--- config.mk ---
export PLATFORM = sky130hd
export DESIGN_NAME = imu_bias_calibrator_core
export DESIGN_NICKNAME = d
export VERILOG_FILES = /design/src/hdl/imubc_pkg.sv /design/src/hdl/imubc_ctrl.sv /design/src/hdl/imubc_dp.sv /design/src/hdl/imu_bias_calibrator_core.sv
export SDC_FILE = /design/constraint.sdc
export NUM_CORES = 2
export LEC_CHECK = 0
export ABC_AREA = 0
export BUFFER_PORTS_ARGS = -buffer_cell sky130_fd_sc_hd__buf_2
export CAP_MARGIN = 20
export CORE_MARGIN = 5
export CORE_UTILIZATION = 45
export CTS_BUF_LIST = sky130_fd_sc_hd__clkbuf_8
export DETAILED_ROUTE_END_ITERATION = 16
export GPL_ROUTABILITY_DRIVEN = 0
export GPL_TIMING_DRIVEN = 0
export PLACE_DENSITY = 0.66
export RECOVER_POWER = 100
export SYNTH_ARGS = -nofsm -noshare
export SYNTH_HDL_FRONTEND = slang
export SYNTH_SLANG_ARGS = --single-unit
--- constraint.sdc ---
create_clock -name clk -period 7.13 [get_ports clk]
set_input_delay 0.3565 -clock clk [delete_from_list [all_inputs] [get_ports clk]]
set_output_delay 0.3565 -clock clk [all_outputs]
set_load 0.05 [all_outputs]
--- src/hdl/imubc_pkg.sv ---
`timescale 1ns / 1ps
`default_nettype none
package imubc_pkg;

  localparam int SAMPLE_W   = 16;
  localparam int SUM_W      = 32;
  localparam int TARGET_W   = 16;
  localparam int CFG_W      = 16;
  localparam int CFG_IDX_W  = 2;
  localparam int BIAS_W     = 16;
  localparam int BIASZ_W    = 17;
  localparam int AXES       = 3;
  localparam int IN_USER_W  = 3;
  localparam int IN_DATA_W  = 2 * AXES * SAMPLE_W;
  localparam int OUT_FLAT_W = 5 * BIAS_W + BIASZ_W + 4;
  localparam int OUT_DATA_W = ((OUT_FLAT_W + 7) / 8) * 8;

  localparam logic [SUM_W-1:0]  POS_LIMIT = SUM_W'(32767);
  localparam logic [SUM_W-1:0]  NEG_LIMIT = SUM_W'(32768);
  localparam logic [BIAS_W-1:0] BIAS_MAX  = 16'h7fff;
  localparam logic [BIAS_W-1:0] BIAS_MIN  = 16'h8000;

  typedef enum logic [1:0] {
    FUNC_SAMPLE      = 2'd0,
    FUNC_START_GYRO  = 2'd1,
    FUNC_START_ACCEL = 2'd2,
    FUNC_CLEAR       = 2'd3
  } func_t;

  typedef enum logic [CFG_IDX_W-1:0] {
    CFG_GYRO_TARGET  = 2'd0,
    CFG_ACCEL_TARGET = 2'd1,
    CFG_EXPECTED_Z   = 2'd2
  } cfg_idx_t;

  typedef enum logic [2:0] {
    ST_IDLE,
    ST_CHECK,
    ST_DIV_G,
    ST_DIV_A,
    ST_OUT
  } state_t;

  typedef struct packed {
    logic accept;
    logic load_div_g;
    logic load_div_a;
    logic store_g;
    logic store_a;
    logic load_out;
  } cmd_t;

  typedef struct packed {
    logic gyro_fin;
    logic accel_fin;
    logic div_done;
  } status_t;

  // signed quotient from magnitude and sign, saturated to 16 bits
  function automatic logic [BIAS_W-1:0] sat_avg(input logic neg,
                                                input logic [SUM_W-1:0] q);
    logic [SUM_W-1:0] nq;
    nq = ~q + SUM_W'(1);
    if (!neg) begin
      return (q > POS_LIMIT) ? BIAS_MAX : q[BIAS_W-1:0];
    end
    return (q > NEG_LIMIT) ? BIAS_MIN : nq[BIAS_W-1:0];
  endfunction

endpackage
`default_nettype wire

--- src/hdl/imubc_ctrl.sv ---
`timescale 1ns / 1ps
`default_nettype none
module imubc_ctrl (
  input  wire logic              clk,
  input  wire logic              rst,
  input  wire logic              in_valid,
  output logic                   in_ready,
  input  wire imubc_pkg::func_t  func,
  input  wire logic              sample_valid,
  output logic                   out_valid,
  input  wire logic              out_ready,
  input  wire imubc_pkg::status_t status,
  output imubc_pkg::cmd_t        cmd
);

  imubc_pkg::state_t state, state_next;
  logic              out_valid_next;

  always_ff @(posedge clk) begin
    if (rst) begin
      state     <= imubc_pkg::ST_IDLE;
      out_valid <= 1'b0;
    end else begin
      state     <= state_next;
      out_valid <= out_valid_next;
    end
  end

  always_comb begin
    state_next     = state;
    cmd            = '0;
    in_ready       = 1'b0;
    out_valid_next = out_valid && !out_ready;
    case (state)
      imubc_pkg::ST_IDLE: begin
        in_ready = 1'b1;
        if (in_valid) begin
          cmd.accept = 1'b1;
          if (func == imubc_pkg::FUNC_SAMPLE && sample_valid) begin
            state_next = imubc_pkg::ST_CHECK;
          end else begin
            state_next = imubc_pkg::ST_OUT;
          end
        end
      end
      imubc_pkg::ST_CHECK: begin
        if (status.gyro_fin) begin
          cmd.load_div_g = 1'b1;
          state_next     = imubc_pkg::ST_DIV_G;
        end else if (status.accel_fin) begin
          cmd.load_div_a = 1'b1;
          state_next     = imubc_pkg::ST_DIV_A;
        end else begin
          state_next = imubc_pkg::ST_OUT;
        end
      end
      imubc_pkg::ST_DIV_G: begin
        if (status.div_done) begin
          cmd.store_g = 1'b1;
          if (status.accel_fin) begin
            cmd.load_div_a = 1'b1;
            state_next     = imubc_pkg::ST_DIV_A;
          end else begin
            state_next = imubc_pkg::ST_OUT;
          end
        end
      end
      imubc_pkg::ST_DIV_A: begin
        if (status.div_done) begin
          cmd.store_a = 1'b1;
          state_next  = imubc_pkg::ST_OUT;
        end
      end
      imubc_pkg::ST_OUT: begin
        if (!out_valid || out_ready) begin
          cmd.load_out   = 1'b1;
          out_valid_next = 1'b1;
          state_next     = imubc_pkg::ST_IDLE;
        end
      end
      default: begin
        state_next = imubc_pkg::ST_IDLE;
      end
    endcase
  end

endmodule
`default_nettype wire

--- src/hdl/imubc_dp.sv ---
`timescale 1ns / 1ps
`default_nettype none
module imubc_dp #(
  parameter int COUNT_WIDTH = 16
) (
  input  wire logic                                 clk,
  input  wire logic                                 rst,
  input  wire imubc_pkg::cmd_t                      cmd,
  output imubc_pkg::status_t                        status,
  input  wire logic                                 cfg_wr_en,
  input  wire logic [imubc_pkg::CFG_IDX_W-1:0]      cfg_index,
  input  wire logic [imubc_pkg::CFG_W-1:0]          cfg_data,
  input  wire imubc_pkg::func_t                     func,
  input  wire logic                                 sample_valid,
  input  wire logic [imubc_pkg::IN_DATA_W-1:0]      in_data,
  output logic [imubc_pkg::OUT_DATA_W-1:0]          out_data
);

  localparam int SUM_W   = imubc_pkg::SUM_W;
  localparam int SMP_W   = imubc_pkg::SAMPLE_W;
  localparam int AXES    = imubc_pkg::AXES;
  localparam int CMP_W   = (COUNT_WIDTH > imubc_pkg::TARGET_W) ? COUNT_WIDTH
                                                               : imubc_pkg::TARGET_W;
  localparam int STEP_W  = $clog2(SUM_W);
  localparam logic [COUNT_WIDTH-1:0] COUNT_MAX = {COUNT_WIDTH{1'b1}};
  localparam logic [STEP_W-1:0]      LAST_STEP = STEP_W'(SUM_W - 1);

  logic [imubc_pkg::TARGET_W-1:0] gyro_target;
  logic [imubc_pkg::TARGET_W-1:0] accel_target;
  logic [imubc_pkg::CFG_W-1:0]    expected_z;

  logic [SUM_W-1:0]            gyro_sums  [AXES];
  logic [SUM_W-1:0]            accel_sums [AXES];
  logic [COUNT_WIDTH-1:0]      gyro_count, accel_count;
  logic                        gyro_active, accel_active;
  logic                        gyro_done, accel_done;
  logic [imubc_pkg::BIAS_W-1:0]  gyro_bias [AXES];
  logic [imubc_pkg::BIAS_W-1:0]  accel_bias_xy [2];
  logic [imubc_pkg::BIASZ_W-1:0] accel_bias_z;

  logic [COUNT_WIDTH-1:0]      divisor;
  logic [COUNT_WIDTH-1:0]      rem      [AXES];
  logic [SUM_W-1:0]            quo      [AXES];
  logic                        neg      [AXES];
  logic [COUNT_WIDTH:0]        rem_sh   [AXES];
  logic [COUNT_WIDTH-1:0]      rem_next [AXES];
  logic [SUM_W-1:0]            quo_next [AXES];
  logic [STEP_W-1:0]           step;
  logic                        busy, div_done;

  logic [SUM_W-1:0]            div_src  [AXES];
  logic [imubc_pkg::BIAS_W-1:0] avg     [AXES];
  logic [imubc_pkg::BIASZ_W-1:0] avg_z_adj;
  logic [COUNT_WIDTH-1:0]      gyro_count_next, accel_count_next;

  assign gyro_count_next  = (gyro_count  < COUNT_MAX) ? gyro_count  + 1'b1 : gyro_count;
  assign accel_count_next = (accel_count < COUNT_MAX) ? accel_count + 1'b1 : accel_count;

  assign status.gyro_fin  = gyro_active &&
    (CMP_W'(gyro_count) >= CMP_W'(gyro_target) || gyro_count == COUNT_MAX);
  assign status.accel_fin = accel_active &&
    (CMP_W'(accel_count) >= CMP_W'(accel_target) || accel_count == COUNT_MAX);
  assign status.div_done  = div_done;

  always_comb begin
    for (int i = 0; i < AXES; i++) begin
      div_src[i] = cmd.load_div_g ? gyro_sums[i] : accel_sums[i];
      rem_sh[i]  = {rem[i], quo[i][SUM_W-1]};
      if (rem_sh[i] >= {1'b0, divisor}) begin
        rem_next[i] = COUNT_WIDTH'(rem_sh[i] - {1'b0, divisor});
        quo_next[i] = {quo[i][SUM_W-2:0], 1'b1};
      end else begin
        rem_next[i] = rem_sh[i][COUNT_WIDTH-1:0];
        quo_next[i] = {quo[i][SUM_W-2:0], 1'b0};
      end
      avg[i] = imubc_pkg::sat_avg(neg[i], quo[i]);
    end
    avg_z_adj = {avg[2][imubc_pkg::BIAS_W-1], avg[2]}
              - {expected_z[imubc_pkg::CFG_W-1], expected_z};
  end

  // configuration
  always_ff @(posedge clk) begin
    if (rst) begin
      gyro_target  <= '0;
      accel_target <= '0;
      expected_z   <= '0;
    end else if (cfg_wr_en) begin
      case (cfg_index)
        imubc_pkg::CFG_GYRO_TARGET:  gyro_target  <= cfg_data;
        imubc_pkg::CFG_ACCEL_TARGET: accel_target <= cfg_data;
        imubc_pkg::CFG_EXPECTED_Z:   expected_z   <= cfg_data;
        default: ;
      endcase
    end
  end

  // run state, sums and stored biases
  always_ff @(posedge clk) begin
    if (rst) begin
      for (int i = 0; i < AXES; i++) begin
        gyro_sums[i]  <= '0;
        accel_sums[i] <= '0;
        gyro_bias[i]  <= '0;
      end
      accel_bias_xy[0] <= '0;
      accel_bias_xy[1] <= '0;
      accel_bias_z     <= '0;
      gyro_count       <= '0;
      accel_count      <= '0;
      gyro_active      <= 1'b0;
      accel_active     <= 1'b0;
      gyro_done        <= 1'b0;
      accel_done       <= 1'b0;
    end else if (cmd.accept) begin
      case (func)
        imubc_pkg::FUNC_START_GYRO: begin
          for (int i = 0; i < AXES; i++) gyro_sums[i] <= '0;
          gyro_count  <= '0;
          gyro_active <= 1'b1;
          gyro_done   <= 1'b0;
        end
        imubc_pkg::FUNC_START_ACCEL: begin
          for (int i = 0; i < AXES; i++) accel_sums[i] <= '0;
          accel_count  <= '0;
          accel_active <= 1'b1;
          accel_done   <= 1'b0;
        end
        imubc_pkg::FUNC_CLEAR: begin
          for (int i = 0; i < AXES; i++) begin
            gyro_sums[i]  <= '0;
            accel_sums[i] <= '0;
            gyro_bias[i]  <= '0;
          end
          accel_bias_xy[0] <= '0;
          accel_bias_xy[1] <= '0;
          accel_bias_z     <= '0;
          gyro_count       <= '0;
          accel_count      <= '0;
          gyro_active      <= 1'b0;
          accel_active     <= 1'b0;
          gyro_done        <= 1'b0;
          accel_done       <= 1'b0;
        end
        imubc_pkg::FUNC_SAMPLE: begin
          if (sample_valid) begin
            if (gyro_active) begin
              for (int i = 0; i < AXES; i++) begin
                gyro_sums[i] <= gyro_sums[i] + SUM_W'($signed(in_data[SMP_W*i +: SMP_W]));
              end
              gyro_count <= gyro_count_next;
            end
            if (accel_active) begin
              for (int i = 0; i < AXES; i++) begin
                accel_sums[i] <= accel_sums[i]
                               + SUM_W'($signed(in_data[SMP_W*(AXES+i) +: SMP_W]));
              end
              accel_count <= accel_count_next;
            end
          end
        end
        default: ;
      endcase
    end else begin
      if (cmd.store_g) begin
        for (int i = 0; i < AXES; i++) gyro_bias[i] <= avg[i];
        gyro_done   <= 1'b1;
        gyro_active <= 1'b0;
      end
      if (cmd.store_a) begin
        accel_bias_xy[0] <= avg[0];
        accel_bias_xy[1] <= avg[1];
        accel_bias_z     <= avg_z_adj;
        accel_done       <= 1'b1;
        accel_active     <= 1'b0;
      end
    end
  end

  // three restoring divider lanes, one quotient bit per cycle
  always_ff @(posedge clk) begin
    if (rst) begin
      busy     <= 1'b0;
      div_done <= 1'b0;
      step     <= '0;
    end else if (cmd.load_div_g || cmd.load_div_a) begin
      busy     <= 1'b1;
      div_done <= 1'b0;
      step     <= '0;
    end else if (busy) begin
      step <= step + 1'b1;
      if (step == LAST_STEP) begin
        busy     <= 1'b0;
        div_done <= 1'b1;
      end
    end else begin
      div_done <= 1'b0;
    end
  end

  always_ff @(posedge clk) begin
    if (cmd.load_div_g || cmd.load_div_a) begin
      divisor <= cmd.load_div_g ? gyro_count : accel_count;
      for (int i = 0; i < AXES; i++) begin
        neg[i] <= div_src[i][SUM_W-1];
        quo[i] <= div_src[i][SUM_W-1] ? ~div_src[i] + SUM_W'(1) : div_src[i];
        rem[i] <= '0;
      end
    end else if (busy) begin
      for (int i = 0; i < AXES; i++) begin
        quo[i] <= quo_next[i];
        rem[i] <= rem_next[i];
      end
    end
  end

  // result register
  always_ff @(posedge clk) begin
    if (cmd.load_out) begin
      out_data <= imubc_pkg::OUT_DATA_W'({accel_active, gyro_active, accel_done, gyro_done,
                                          accel_bias_z, accel_bias_xy[1], accel_bias_xy[0],
                                          gyro_bias[2], gyro_bias[1], gyro_bias[0]});
    end
  end

endmodule
`default_nettype wire

--- src/hdl/imu_bias_calibrator_core.sv ---
`timescale 1ns / 1ps
`default_nettype none
// Channel | Dir | Signals                   | Contents
// s_      | in  | tvalid tready tdata tuser | one request: command or IMU sample
// m_      | out | tvalid tready tdata       | biases and flags after the request
// cfg_    | in  | wr_en index data          | targets and expected accel Z
//
// A command or an unused sample goes from ST_IDLE straight to ST_OUT, where its result
// is registered; a counted sample that does not finish a run passes ST_CHECK first.
// A finishing run adds an ST_DIV_G or ST_DIV_A pass per sensor, gyro first,
// in the 32-step radix-2 divider with one lane per axis shared by both sensors.
// Reset is synchronous; the output register holds a result while m_tready is low,
// and a new request is taken while that result waits.
module imu_bias_calibrator_core #(
  parameter int COUNT_WIDTH = 16
) (
  input  wire logic                                 clk,
  input  wire logic                                 rst,
  input  wire logic                                 s_tvalid,
  output logic                                      s_tready,
  // gyro_x, gyro_y, gyro_z, accel_x, accel_y, accel_z
  input  wire logic [imubc_pkg::IN_DATA_W-1:0]      s_tdata,
  // func, sample_valid
  input  wire logic [imubc_pkg::IN_USER_W-1:0]      s_tuser,
  output logic                                      m_tvalid,
  input  wire logic                                 m_tready,
  // gyro_bias_x, gyro_bias_y, gyro_bias_z, accel_bias_x, accel_bias_y,
  // accel_bias_z, gyro_calibrated, accel_calibrated, gyro_running,
  // accel_running, zero pad
  output logic [imubc_pkg::OUT_DATA_W-1:0]          m_tdata,
  input  wire logic                                 cfg_wr_en,
  input  wire logic [imubc_pkg::CFG_IDX_W-1:0]      cfg_index,
  input  wire logic [imubc_pkg::CFG_W-1:0]          cfg_data
);

  imubc_pkg::cmd_t    cmd;
  imubc_pkg::status_t status;
  imubc_pkg::func_t   func;
  logic               sample_valid;

  assign func         = imubc_pkg::func_t'(s_tuser[1:0]);
  assign sample_valid = s_tuser[2];

  imubc_ctrl u_ctrl (
    .clk          (clk),
    .rst          (rst),
    .in_valid     (s_tvalid),
    .in_ready     (s_tready),
    .func         (func),
    .sample_valid (sample_valid),
    .out_valid    (m_tvalid),
    .out_ready    (m_tready),
    .status       (status),
    .cmd          (cmd)
  );

  imubc_dp #(
    .COUNT_WIDTH (COUNT_WIDTH)
  ) u_dp (
    .clk          (clk),
    .rst          (rst),
    .cmd          (cmd),
    .status       (status),
    .cfg_wr_en    (cfg_wr_en),
    .cfg_index    (cfg_index),
    .cfg_data     (cfg_data),
    .func         (func),
    .sample_valid (sample_valid),
    .in_data      (s_tdata),
    .out_data     (m_tdata)
  );

  a_busy_after_accept: assert property (@(posedge clk) disable iff (rst)
    s_tvalid && s_tready |=> !s_tready)
    else $error("request taken while previous one still in work");

  a_store_g_when_fin: assert property (@(posedge clk) disable iff (rst)
    cmd.store_g |-> status.gyro_fin && status.div_done)
    else $error("gyro bias stored without a finished run");

  a_store_a_when_fin: assert property (@(posedge clk) disable iff (rst)
    cmd.store_a |-> status.accel_fin && status.div_done)
    else $error("accel bias stored without a finished run");

  a_gyro_flags_excl: assert property (@(posedge clk) disable iff (rst)
    m_tvalid |-> !(m_tdata[97] && m_tdata[99]))
    else $error("gyro calibrated and running together");

endmodule
`default_nettype wire
==> results.json <==
{
  "drt_iter0_drc": 3378,
  "cts_buffer_depth": 3,
  "overflow": 0,
  "hold_depth": 4,
  "holdWs_ps": 59.6,
  "rsz0062_at_grt": "false",
  "h-tree-depth": 3,
  "power_leakage_nw": 18.7,
  "dp.cells": 5837,
  "synth_enable_flop_cells": 536,
  "ys_types": 84,
  "ant_nets": 0,
  "syn_inst": 4354,
  "irDropWorstVdd_uv": 130,
  "final_core_utilization": 0.511,
  "cts_tree": "done",
  "worst_pin_slew_ps": 3310,
  "run_status": "complete, but fails checks",
  "fin_cells": 6070,
  "relSlewSlack": -1.21,
  "wirelength_um": 128000,
  "grt_pass1_wl_um": 192000,
  "syn-cell-area_um2": 41700,
  "viasPerCell": 5.83,
  "die_x_um": 314,
  "synth_ff_type": "edfxtp_1",
  "design.core.area_um2": 91800,
  "port_buffers": 223,
  "cts.sinks": 648,
  "drt-pass1-iter-count": 8,
  "worstSetupPathType": "reg2reg",
  "grt_pass1_vias": 33241,
  "async_reset_ff_frac": 0,
  "worst-path-max-fanout": 10,
  "placed_cell_area_um2": 44700,
  "hold_class": "in2reg",
  "hold_violations": 0,
  "clock_latency_ps": 780,
  "syn-mean-instance-area_um2": 9.58,
  "finish.instance_area_um2": 46900,
  "slew_viol_final": 289,
  "cts_root_buf": "clkbuf_8",
  "mostFrequentLayoutCell": "edfxtp_1",
  "setup_viol": 0,
  "synth-seq-cells": 648,
  "start_util": 0.454,
  "violations": "max-capacitance violations, max-slew violations",
  "area_delta_synth_final_pct": 12.6,
  "fin_skew_ps": 42.4,
  "critPathRequiredTime_ps": 7620,
  "ys_seq_area_frac": 0.440,
  "grtUsageTotal": 0.249,
  "drcViolationCount": 0,
  "nets": 5157,
  "dp_slack_ps": -419,
  "synth.largest_area_cell": "edfxtp_1",
  "power_density_nw_per_um2": 203,
  "path_clk_slew_ps": 60,
  "ys_warn_count": 0,
  "critPathArrivalTime_ps": 7260,
  "layout_common_cells": "edfxtp_1, nor2_1, nand2_1",
  "finalCritPeriodShare": 0.949,
  "grt_start_max_net_pins": 59,
  "antenna_found_initial": 7,
  "dp_hpwl_um": 97600,
  "drt-wirelength-per-cell_um": 21.1,
  "die_y_um": 314,
  "cts_setup_buffers": 0,
  "timing.final.ws_setup_ps": 363,
  "maxCapViolations": 7,
  "netlist.area_leader.share": 0.386,
  "cts_buffers": 112,
  "die-area_um2": 98900,
  "row_count": 111,
  "startpoint_type": "flop",
  "synthTopCellsByArea": "edfxtp_1, ha_1, dfxtp_1",
  "reg2regPathDepth": 20,
  "via_count": 35359,
  "post-route-min-period_ps": 6770,
  "end_kind": "flop",
  "pin_count": 228,
  "timing.fmax_ghz": 0.148,
  "drive_gt1_frac": 0.0655
}
## critical path: stages (launching register included)
cell	delay (ps)
dfxtp_1	430
inv_1	70
ha_1	280
nand2b_1	140
a21o_1	180
a211oi_1	240
o31ai_1	150
a21o_1	470
nand2_1	320
clkbuf_1	610
clkbuf_1	860
clkbuf_1	750
a21oi_1	210
ha_1	300
nand2b_1	100
or4_1	200
nor3_1	70
o22ai_1	440
nor4_1	160
xnor2_1	360
a21oi_1	130
## cells by family (layout without fill, tap and decap cells)
| group | Yosys count | in the layout | synth area share |
|---|---|---|---|
| AO/OA/AOI/OAI | 1048 | 1048 | 0.157 |
| XOR/XNOR | 309 | 309 | 0.0649 |
| adder cells (fa/ha/maj) | 302 | 302 | 0.0924 |
| buffers and inverters | 326 | 792 | 0.0298 |
| flip-flops | 648 | 648 | 0.440 |
| multiplexers | 148 | 148 | 0.0358 |
| other | 1 | 8 | 0.0000899 |
| AND/OR/NAND/NOR | 1572 | 1572 | 0.180 |
## area by class of cell
class	instances	area (um^2)
clock buffer	117	1610
tap	1243	1560
clock inverter	86	738
inverter	169	634
multi-input combinational	3382	22100
fill	8585	44900
sequential	648	18300
buffer	155	606
timing repair buffer	265	1340
antenna	5	12.5
## metal layers
layer	global-route usage	wire, um
met1	0.343	55500
met2	0.384	54700
met3	0.0585	12800
met4	0.0900	4890
met5	0	58
## where the power goes
group	internal, W	switching (W)
combinational	0.000527	0.000946
clock	0.00200	0.00165
sequential	0.00425	0.000141
## sequential cells by signal (all words and copies together) (netlist names), 3 cells and up
| signal | flops |
|---|---|
| m_tdata | 80 |
| u_ctrl.state | 3 |
| u_dp.accel_bias_xy | 32 |
| u_dp.accel_bias_z | 17 |
| u_dp.accel_count | 16 |
| u_dp.accel_sums | 96 |
| u_dp.accel_target | 16 |
| u_dp.divisor | 16 |
| u_dp.expected_z | 16 |
| u_dp.gyro_bias | 48 |
| u_dp.gyro_count | 16 |
| u_dp.gyro_sums | 96 |
| u_dp.gyro_target | 16 |
| u_dp.neg | 3 |
| u_dp.out_data | 21 |
| u_dp.quo | 96 |
| u_dp.rem | 48 |
| u_dp.step | 5 |
## cell usage after synthesis (19+ instances only)
cell,number
xor2_1,163
dfxtp_1,112
inv_1,169
and3_1,38
a31oi_1,40
nor2b_1,77
xnor2_1,146
nor3_1,118
nor2_1,474
or3_1,51
o21ai_0,277
nand3_1,60
a211oi_1,57
o21a_1,34
nand2_1,428
a21o_1,101
ha_1,292
a21oi_1,298
o211ai_1,19
clkbuf_1,131
nor3b_1,21
o311ai_0,24
or4_1,31
nand2b_1,68
nor4_1,68
o31ai_1,41
o21bai_1,20
buf_1,20
nand4_1,49
and2_1,29
edfxtp_1,536
mux2i_1,140
## what timing repair did
| item | CTS | global route |
|---|---|---|
| hold buffers | 27 | 0 |
| endpoints found under the hold margin | 56 | 0 |
| resized for setup | 1 | 2 |
| setup endpoints to repair | 8 | 3 |
## through the flow
stage          total power (W)  setup TNS [ps]
2_1_floorplan          0.00546               0
3_3_place_gp           0.00589         -483100
3_5_place_dp           0.00591           -1850
4_1_cts                0.00956               0
5_1_grt                0.00991               0
6_report               0.00952               0
## worst paths after layout
path	from	slack [ps]	endpoint
worst max-delay path	u_dp.gyro_count[0]	360	u_dp.quo[0][86]
worst min-delay path	s_tdata[22]	60	u_dp.gyro_sums[0][38]
worst max register to register	u_dp.gyro_count[0]	360	u_dp.quo[0][86]
worst min register to register	u_dp.gyro_bias[0][8]	410	m_tdata[8]
Note: power is estimated with default switching activity, not from simulation.
